===== config.mk =====
export PLATFORM = sky130hd
export DESIGN_NAME = keyed_value_table
export DESIGN_NICKNAME = d
export VERILOG_FILES = /design/src/sv/kvt_pkg.sv /design/src/sv/kvt_cell.sv /design/src/sv/keyed_value_table.sv
export SDC_FILE = /design/constraint.sdc
export NUM_CORES = 2
export LEC_CHECK = 0
export BUFFER_PORTS_ARGS = -buffer_cell sky130_fd_sc_hd__clkbuf_2
export CAP_MARGIN = 10
export CORE_MARGIN = 2
export CORE_UTILIZATION = 55
export DETAILED_ROUTE_END_ITERATION = 10
export PLACE_DENSITY_LB_ADDON = 0.15
export SETUP_SLACK_MARGIN = 0.02
export SKIP_CTS_REPAIR_TIMING = 1
export SLEW_MARGIN = 40
export SYNTH_ARGS = -nofsm -noshare
export SYNTH_HDL_FRONTEND = slang
export SYNTH_SLANG_ARGS = --single-unit
export TNS_END_PERCENT = 30

===== constraint.sdc =====
create_clock -name clk -period 7.4 [get_ports clk]
set_input_delay 0.74 -clock clk [delete_from_list [all_inputs] [get_ports clk]]
set_output_delay 0.74 -clock clk [all_outputs]
set_load 0.005 [all_outputs]

===== src/sv/kvt_pkg.sv =====
`timescale 1ns / 1ps

package kvt_pkg;

	localparam int DEF_CAPACITY   = 32;
	localparam int DEF_KEY_BITS   = 16;
	localparam int DEF_VALUE_BITS = 32;

	localparam int OPCODE_W = 2;
	localparam int STATUS_W = 2;

	typedef enum logic [OPCODE_W-1:0] {
		OP_INSERT = 2'd0,
		OP_ERASE  = 2'd1,
		OP_LOOKUP = 2'd2,
		OP_COUNT  = 2'd3
	} opcode_t;

	typedef enum logic [STATUS_W-1:0] {
		ST_OK   = 2'd0,
		ST_FULL = 2'd1,
		ST_DUP  = 2'd2,
		ST_MISS = 2'd3
	} status_t;

	// Walking query token and its running key-hit flag.
	typedef struct packed {
		logic tok;
		logic found;
	} cell_ctl_t;

endpackage


===== src/sv/kvt_cell.sv =====
`timescale 1ns / 1ps

module kvt_cell #(
	parameter int IDX        = 0,
	parameter int KEY_BITS   = 16,
	parameter int VALUE_BITS = 32,
	parameter int CNT_W      = 6
) (
	input  logic                  clk,
	input  logic                  arst_n,
	input  kvt_pkg::opcode_t      q_op,
	input  logic [KEY_BITS-1:0]   q_key,
	input  logic [VALUE_BITS-1:0] q_val,
	input  logic [CNT_W-1:0]      count,
	input  logic                  ins_en,
	input  kvt_pkg::cell_ctl_t    ctl_in,
	input  logic [VALUE_BITS-1:0] vacc_in,
	input  logic [CNT_W-1:0]      cacc_in,
	input  logic [KEY_BITS-1:0]   nxt_key,
	input  logic [VALUE_BITS-1:0] nxt_val,
	output kvt_pkg::cell_ctl_t    ctl_out,
	output logic [VALUE_BITS-1:0] vacc_out,
	output logic [CNT_W-1:0]      cacc_out,
	output logic [KEY_BITS-1:0]   key_out,
	output logic [VALUE_BITS-1:0] val_out
);
	import kvt_pkg::*;

	logic [KEY_BITS-1:0]   key_q;
	logic [VALUE_BITS-1:0] val_q;
	cell_ctl_t             ctl_q;
	logic [VALUE_BITS-1:0] vacc_q;
	logic [CNT_W-1:0]      cacc_q;
	logic                  occupied;
	logic                  key_hit;
	logic                  val_hit;
	logic                  shift;
	logic                  wr;

	assign occupied = CNT_W'(IDX) < count;
	assign key_hit  = occupied && (key_q == q_key);
	assign val_hit  = occupied && (val_q == q_val);
	// Erase compacts: every cell at or past the hit takes its upper neighbor.
	assign shift    = ctl_in.tok && (q_op == OP_ERASE) && (ctl_in.found || key_hit);
	assign wr       = ins_en && (count == CNT_W'(IDX));

	always_ff @(posedge clk) begin
		if (wr) begin
			key_q <= q_key;
			val_q <= q_val;
		end else if (shift) begin
			key_q <= nxt_key;
			val_q <= nxt_val;
		end
	end

	always_ff @(posedge clk or negedge arst_n) begin
		if (!arst_n) begin
			ctl_q <= '0;
		end else begin
			ctl_q.tok   <= ctl_in.tok;
			ctl_q.found <= ctl_in.found || key_hit;
		end
	end

	always_ff @(posedge clk) begin
		vacc_q <= key_hit ? (vacc_in | val_q) : vacc_in;
		cacc_q <= cacc_in + CNT_W'(val_hit);
	end

	assign ctl_out  = ctl_q;
	assign vacc_out = vacc_q;
	assign cacc_out = cacc_q;
	assign key_out  = key_q;
	assign val_out  = val_q;

endmodule


===== src/sv/keyed_value_table.sv =====
`timescale 1ns / 1ps

// Key-value table of up to CAPACITY_ENTRIES unique keys, built as a row of
// cells that each hold one key and one value. An item carries an opcode
// (insert, erase, lookup, count) with a key and a value; a query token walks
// the row one cell per cycle, collecting the key hit, the stored value and
// the count of value matches. Insert writes the next free cell once the walk
// has ruled out a duplicate; erase closes the hole by shifting the upper
// cells down one place as the token passes them. Every result carries the
// occupancy after the operation. A new item is accepted only in the idle
// state, after the token has left the row and the previous result has moved
// from the result register into the output register; the result may wait
// there while the next item is taken.
module keyed_value_table #(
	parameter int CAPACITY_ENTRIES = kvt_pkg::DEF_CAPACITY,
	parameter int KEY_BITS         = kvt_pkg::DEF_KEY_BITS,
	parameter int VALUE_BITS       = kvt_pkg::DEF_VALUE_BITS,
	localparam int CNT_W       = $clog2(CAPACITY_ENTRIES + 1),
	localparam int IN_W        = kvt_pkg::OPCODE_W + KEY_BITS + VALUE_BITS,
	localparam int OUT_W       = kvt_pkg::STATUS_W + 1 + VALUE_BITS + 2 * CNT_W,
	localparam int IN_TDATA_W  = ((IN_W + 7) / 8) * 8,
	localparam int OUT_TDATA_W = ((OUT_W + 7) / 8) * 8
) (
	input  logic                   clk,
	input  logic                   arst_n,
	input  logic                   s_tvalid,
	output logic                   s_tready,
	// opcode, key, value (from bit 0 up), zero padded
	input  logic [IN_TDATA_W-1:0]  s_tdata,
	output logic                   m_tvalid,
	input  logic                   m_tready,
	// status, found, value_out, match_count, occupancy (from bit 0 up),
	// zero padded
	output logic [OUT_TDATA_W-1:0] m_tdata
);
	import kvt_pkg::*;

	typedef enum logic [2:0] {
		S_IDLE = 3'b001,
		S_WALK = 3'b010,
		S_DONE = 3'b100
	} state_t;

	state_t                 state_q;
	logic                   start_q;
	opcode_t                op_q;
	logic [KEY_BITS-1:0]    key_q;
	logic [VALUE_BITS-1:0]  val_q;
	logic [CNT_W-1:0]       count_q;
	logic [OUT_TDATA_W-1:0] res_q;
	logic                   m_tvalid_q;
	logic [OUT_TDATA_W-1:0] m_tdata_q;

	cell_ctl_t              ctl_s   [0:CAPACITY_ENTRIES];
	logic [VALUE_BITS-1:0]  vacc    [0:CAPACITY_ENTRIES];
	logic [CNT_W-1:0]       cacc    [0:CAPACITY_ENTRIES];
	logic [KEY_BITS-1:0]    ckey    [0:CAPACITY_ENTRIES-1];
	logic [VALUE_BITS-1:0]  cval    [0:CAPACITY_ENTRIES-1];
	logic [CAPACITY_ENTRIES:0] tok_vec;

	logic                   accept;
	logic                   tok_last;
	logic                   found_last;
	logic                   full;
	logic                   ins_commit;
	logic                   ers_commit;
	logic [CNT_W-1:0]       count_nxt;
	status_t                status_d;
	logic                   found_d;
	logic [VALUE_BITS-1:0]  vout_d;
	logic [CNT_W-1:0]       matches_d;
	logic                   out_free;

	assign s_tready = (state_q == S_IDLE);
	assign accept   = s_tvalid && s_tready;

	// Hold the query for the whole walk; launch the token in the cycle after acceptance.
	always_ff @(posedge clk) begin
		if (accept) begin
			op_q  <= opcode_t'(s_tdata[OPCODE_W-1:0]);
			key_q <= s_tdata[OPCODE_W +: KEY_BITS];
			val_q <= s_tdata[OPCODE_W + KEY_BITS +: VALUE_BITS];
		end
	end

	assign ctl_s[0].tok   = start_q;
	assign ctl_s[0].found = 1'b0;
	assign vacc[0]        = '0;
	assign cacc[0]        = '0;

	// Row of cells; the top cell refills from itself on a shift.
	for (genvar i = 0; i < CAPACITY_ENTRIES; i++) begin : g_cell
		logic [KEY_BITS-1:0]   up_key;
		logic [VALUE_BITS-1:0] up_val;

		if (i == CAPACITY_ENTRIES - 1) begin : g_top
			assign up_key = ckey[i];
			assign up_val = cval[i];
		end else begin : g_mid
			assign up_key = ckey[i+1];
			assign up_val = cval[i+1];
		end

		kvt_cell #(
			.IDX        (i),
			.KEY_BITS   (KEY_BITS),
			.VALUE_BITS (VALUE_BITS),
			.CNT_W      (CNT_W)
		) u_cell (
			.clk      (clk),
			.arst_n   (arst_n),
			.q_op     (op_q),
			.q_key    (key_q),
			.q_val    (val_q),
			.count    (count_q),
			.ins_en   (ins_commit),
			.ctl_in   (ctl_s[i]),
			.vacc_in  (vacc[i]),
			.cacc_in  (cacc[i]),
			.nxt_key  (up_key),
			.nxt_val  (up_val),
			.ctl_out  (ctl_s[i+1]),
			.vacc_out (vacc[i+1]),
			.cacc_out (cacc[i+1]),
			.key_out  (ckey[i]),
			.val_out  (cval[i])
		);
	end

	for (genvar i = 0; i <= CAPACITY_ENTRIES; i++) begin : g_tok
		assign tok_vec[i] = ctl_s[i].tok;
	end

	assign tok_last   = (state_q == S_WALK) && ctl_s[CAPACITY_ENTRIES].tok;
	assign found_last = ctl_s[CAPACITY_ENTRIES].found;
	assign full       = (count_q >= CNT_W'(CAPACITY_ENTRIES));

	// Inserts and occupancy changes land when the token leaves the last cell.
	assign ins_commit = tok_last && (op_q == OP_INSERT) && !full && !found_last;
	assign ers_commit = tok_last && (op_q == OP_ERASE) && found_last;

	always_comb begin
		count_nxt = count_q;
		if (ins_commit) begin
			count_nxt = count_q + CNT_W'(1);
		end else if (ers_commit) begin
			count_nxt = count_q - CNT_W'(1);
		end
	end

	// Result fields; full wins over duplicate on insert.
	always_comb begin
		status_d  = ST_OK;
		found_d   = 1'b0;
		vout_d    = '0;
		matches_d = '0;
		case (op_q)
			OP_INSERT: begin
				if (full) begin
					status_d = ST_FULL;
				end else if (found_last) begin
					status_d = ST_DUP;
				end
			end
			OP_ERASE: begin
				found_d  = found_last;
				status_d = found_last ? ST_OK : ST_MISS;
			end
			OP_LOOKUP: begin
				found_d  = found_last;
				status_d = found_last ? ST_OK : ST_MISS;
				vout_d   = found_last ? vacc[CAPACITY_ENTRIES] : '0;
			end
			OP_COUNT: begin
				matches_d = cacc[CAPACITY_ENTRIES];
			end
			default: begin
				status_d = ST_OK;
			end
		endcase
	end

	assign out_free = !m_tvalid_q || m_tready;

	always_ff @(posedge clk or negedge arst_n) begin
		if (!arst_n) begin
			state_q <= S_IDLE;
			start_q <= 1'b0;
			count_q <= '0;
		end else begin
			start_q <= accept;
			count_q <= count_nxt;
			case (state_q)
				S_IDLE: begin
					if (accept) begin
						state_q <= S_WALK;
					end
				end
				S_WALK: begin
					if (tok_last) begin
						state_q <= S_DONE;
					end
				end
				S_DONE: begin
					if (out_free) begin
						state_q <= S_IDLE;
					end
				end
				default: begin
					state_q <= S_IDLE;
				end
			endcase
		end
	end

	// Pack the result as it leaves the row.
	always_ff @(posedge clk) begin
		if (tok_last) begin
			res_q <= OUT_TDATA_W'({count_nxt, matches_d, vout_d, found_d, status_d});
		end
	end

	// Output register: hold the item until the sink takes it.
	always_ff @(posedge clk or negedge arst_n) begin
		if (!arst_n) begin
			m_tvalid_q <= 1'b0;
		end else if ((state_q == S_DONE) && out_free) begin
			m_tvalid_q <= 1'b1;
		end else if (m_tready) begin
			m_tvalid_q <= 1'b0;
		end
	end

	always_ff @(posedge clk) begin
		if ((state_q == S_DONE) && out_free) begin
			m_tdata_q <= res_q;
		end
	end

	assign m_tvalid = m_tvalid_q;
	assign m_tdata  = m_tdata_q;

`ifndef NO_ASSERTIONS
	a_count_bound: assert property (@(posedge clk) disable iff (!arst_n)
		count_q <= CNT_W'(CAPACITY_ENTRIES))
		else $error("occupancy above capacity");

	a_single_token: assert property (@(posedge clk) disable iff (!arst_n)
		$onehot0(tok_vec))
		else $error("more than one query token in the row");

	a_token_in_walk: assert property (@(posedge clk) disable iff (!arst_n)
		ctl_s[CAPACITY_ENTRIES].tok |-> state_q == S_WALK)
		else $error("token left the row outside a walk");

	a_insert_grows: assert property (@(posedge clk) disable iff (!arst_n)
		ins_commit |=> count_q == $past(count_q) + CNT_W'(1))
		else $error("insert did not grow occupancy");

	a_erase_shrinks: assert property (@(posedge clk) disable iff (!arst_n)
		ers_commit |=> count_q == $past(count_q) - CNT_W'(1))
		else $error("erase did not shrink occupancy");
`endif

endmodule

==> metrics.txt <==
slack of the worst reg-to-reg path 2720 ps; commonest non-fill, non-tap cell in the layout edfxtp_1; Top FF cell, synth edfxtp_1; largest net degree at the start of global routing 65; PD cells 265 nW/um2; Clock Path Buffers 4; Internal 27.7 mW; DRC Markers 0; Die W 480 um; worst min-delay path class in -> reg; element type at the critical path start flip-flop; net count after synthesis 8926; initial antenna violation count 12; drt first pass iters 6; share of cells above drive strength 1 26.1%; CORE AREA 225000 um2; worst-path maximum fanout 40; Reg power frac 47.5%; Final Util 61.9%; die height 480 um; final non-filler cell total 12100; CP delay by family, top simple AND/OR/NAND/NOR gates; first-pass GRT wire length 492000 um; Leak Pwr 58.8 nW; Clock Power Share 42.5%; final max-slew violation count 0; Finish-stage setup viols 0; I/O Buffers 102; nets 8978; Critical Path Max Stage Delay 680 ps; DIE AREA 231000 um2; highest clock rate 214 MHz; Seq/Total Area, Yosys 61.2%; FFs w/ async S/R, synth 2.54%; detailed-route wire length per cell 27.7 um; Area growth, synth to finish 11.8%; drt via density 5.96; RSZ-0062 raised after global routing no; clock transition at the registers of the reported paths 60 ps; Synth Cell Area 125000 um2; Syn Area/Cell 14.2 um2; Initial Utilization 55.4%; minimum clock period 4680 ps; number of enable flip-flop cells after synthesis 1680; Crit-path slowest cell or4_1; Max Clock Skew 68.1 ps; Max-Cap Viols 0; CP Cell Sequence inv_1, ha_1, buf_4, nor2b_1, a21oi_1, or4_1, or2_2, o211ai_1, buf_4; Rel. slew slack 41.2%; worst-margin pin slew 874 ps; post-route setup slack 2720 ps; dpl hpwl 226000 um; gpl congestion 0.889; final hold violations 0; commonest non-fill, non-tap cells in the layout edfxtp_1 (1680), mux2_2 (1454), xor2_1 (1276), dfxtp_1 (1201), a21o_1 (992); CTS tree done; Setup Total Neg Slack 0 ps; Placed Cells 11500; total track usage 28.5%; final wirelength 335000 um; worst path required time 7920 ps; Net Sw Frac 25.0%; clk_lat worst skew 950 ps; crit share post-route 63.2%; CTS Sinks 2956; combinational share of power 9.9%; Rows 174; CP Data Arrival Time 5200 ps; Crit Path Class reg -> reg; DR vias 72000; drt initial violations 6602; Syn Inst Count 8795; WP buf/inv 3; post-synth cell types 57; total CTS buffers 321; Routed Antenna Nets 0; H-tree depth 5; CP endpoint kind flip-flop; clk root buf clkbuf_16; vias in the first global route 73600; Warnings, synthesis 0; Switching Power 9.24 mW; most used cell along the critical path buf_4; IO Count 110; Congestion Overflow GR 0; status finished, final reports clean; VDD IR max 0.000213 V; hold_ws 35.5 ps; synthesized flop and latch total 2956; pre-CTS WS 2430 ps
==> final timing paths <==
kind	startpoint	end	depth (start not counted)
max reg2reg	count_q[0]	g_cell[12].u_cell.val_out[8]	9
max in group asynchronous	arst_n	count_q[3]	3
min	s_tdata[3]	key_q[1]	1
max	count_q[0]	g_cell[12].u_cell.val_out[8]	9
min reg2reg	g_cell[30].u_cell.ctl_out[1]	g_cell[31].u_cell.ctl_out[1]	0
min in group asynchronous	arst_n	g_cell[17].u_cell.ctl_out[1]	2
==> worst reg2reg max path, delay by kind of cell (launching register included) <==
family | cells | cell delay (ps)
AOI/OAI and AO/OA | 2 | 820
adders and majority gates | 1 | 230
buffers and inverters | 3 | 970
DFF | 1 | 620
and+or+nand+nor | 3 | 1590
==> metrics by stage <==
stage          total power, mW  instance area (um2)
2_1_floorplan             20.0               125000
3_3_place_gp              21.4               128000
3_5_place_dp              21.4               129000
4_1_cts                   37.0               139000
5_1_grt                   37.9               139000
6_report                  36.9               139000
==> synth_stat cells, types with 3 or more instances <==
| master | instances | area, um2 |
|---|---|---|
| a21o_1 | 992 | 7450 |
| a21oi_1 | 16 | 80.1 |
| a31o_2 | 15 | 131 |
| a31oi_1 | 5 | 31.3 |
| a32oi_1 | 3 | 26.3 |
| and2_1 | 51 | 319 |
| and3_1 | 64 | 400 |
| and4_1 | 3 | 26.3 |
| buf_1 | 92 | 345 |
| buf_2 | 239 | 1200 |
| buf_4 | 9 | 67.6 |
| buf_6 | 6 | 67.6 |
| clkbuf_1 | 276 | 1040 |
| dfrtp_1 | 74 | 1850 |
| dfxtp_1 | 1201 | 24000 |
| edfxtp_1 | 1680 | 50400 |
| ha_1 | 71 | 888 |
| inv_1 | 10 | 37.5 |
| mux2_1 | 16 | 180 |
| mux2_2 | 1454 | 16400 |
| mux2_4 | 18 | 270 |
| nand2_1 | 55 | 206 |
| nand2b_1 | 5 | 31.3 |
| nand3_1 | 168 | 841 |
| nand4_1 | 110 | 688 |
| nor2_1 | 44 | 165 |
| nor2b_1 | 4 | 25.0 |
| nor3_1 | 32 | 160 |
| nor3_2 | 7 | 70.1 |
| nor3b_2 | 3 | 37.5 |
| nor4_1 | 323 | 2020 |
| nor4_2 | 3 | 37.5 |
| o211ai_1 | 11 | 82.6 |
| o21ai_0 | 14 | 70.1 |
| o21bai_1 | 7 | 52.6 |
| o31ai_1 | 6 | 45.0 |
| or2_2 | 27 | 169 |
| or3_1 | 5 | 31.3 |
| or4_1 | 8 | 60.1 |
| xnor2_1 | 374 | 3280 |
| xor2_1 | 1276 | 11200 |
==> state kept, by name, summed over array words and instances, names as in the netlist <==
signal and cells:
g_cell.u_cell.vacc_out 1024, g_cell.u_cell.val_out 1024, g_cell.u_cell.key_out 512, g_cell.u_cell.cacc_out 177, g_cell.u_cell.ctl_out 64, m_tdata 47
res_q 47, val_q 32, key_q 16, count_q 6, state_q 3, op_q 2
m_tvalid 1, start_q 1
==> layout make-up <==
cell class                      count  area [um2]
Clock inverter                    100         796
Fill cell                       17000       85700
Timing Repair Buffer              351        2900
Antenna cell                        5        12.5
Multi-Input combinational cell   5207       46100
Clock buffer                      473        9440
Tap cell                         2992        3740
Inverter                           10        37.5
Sequential cell                  2956       76400
==> per-layer routing <==
| metal | GRT usage [%] | vias up | share of wire, % |
|---|---|---|---|
| met3 | 3.61 | 607 | 5.6 |
| met4 | 8.69 | 4 | 3.1 |
| met2 | 47.2 | 2346 | 49 |
| li1 | - | 32000 | - |
| met1 | 39.1 | 37100 | 43 |
| met5 | 0 | - | 0.0081 |
==> power groups by stage <==
stage | Combinational (mW) | Clock, mW | Sequential [mW]
final | 3.67 | 15.7 | 17.5
after global routing | 3.83 | 16.5 | 17.5
after CTS | 3.58 | 15.8 | 17.5
after detailed placement | 3.55 | 0 | 17.9
after global placement | 3.52 | 0 | 17.9
after floorplan | 2.25 | 0 | 17.8
==> kinds of logic after synthesis <==
group,count (synthesis),share of synthesized area [%]
buffers and inverters,632,2.21
adder cells (fa/ha/maj),71,0.712
AO/OA/AOI/OAI,1074,6.42
AND/OR/NAND/NOR,922,4.32
multiplexers,1489,13.5
other,1,0.00301
XOR/XNOR,1650,11.6
flip-flops,2956,61.2
(Power assumes the default switching activity.)
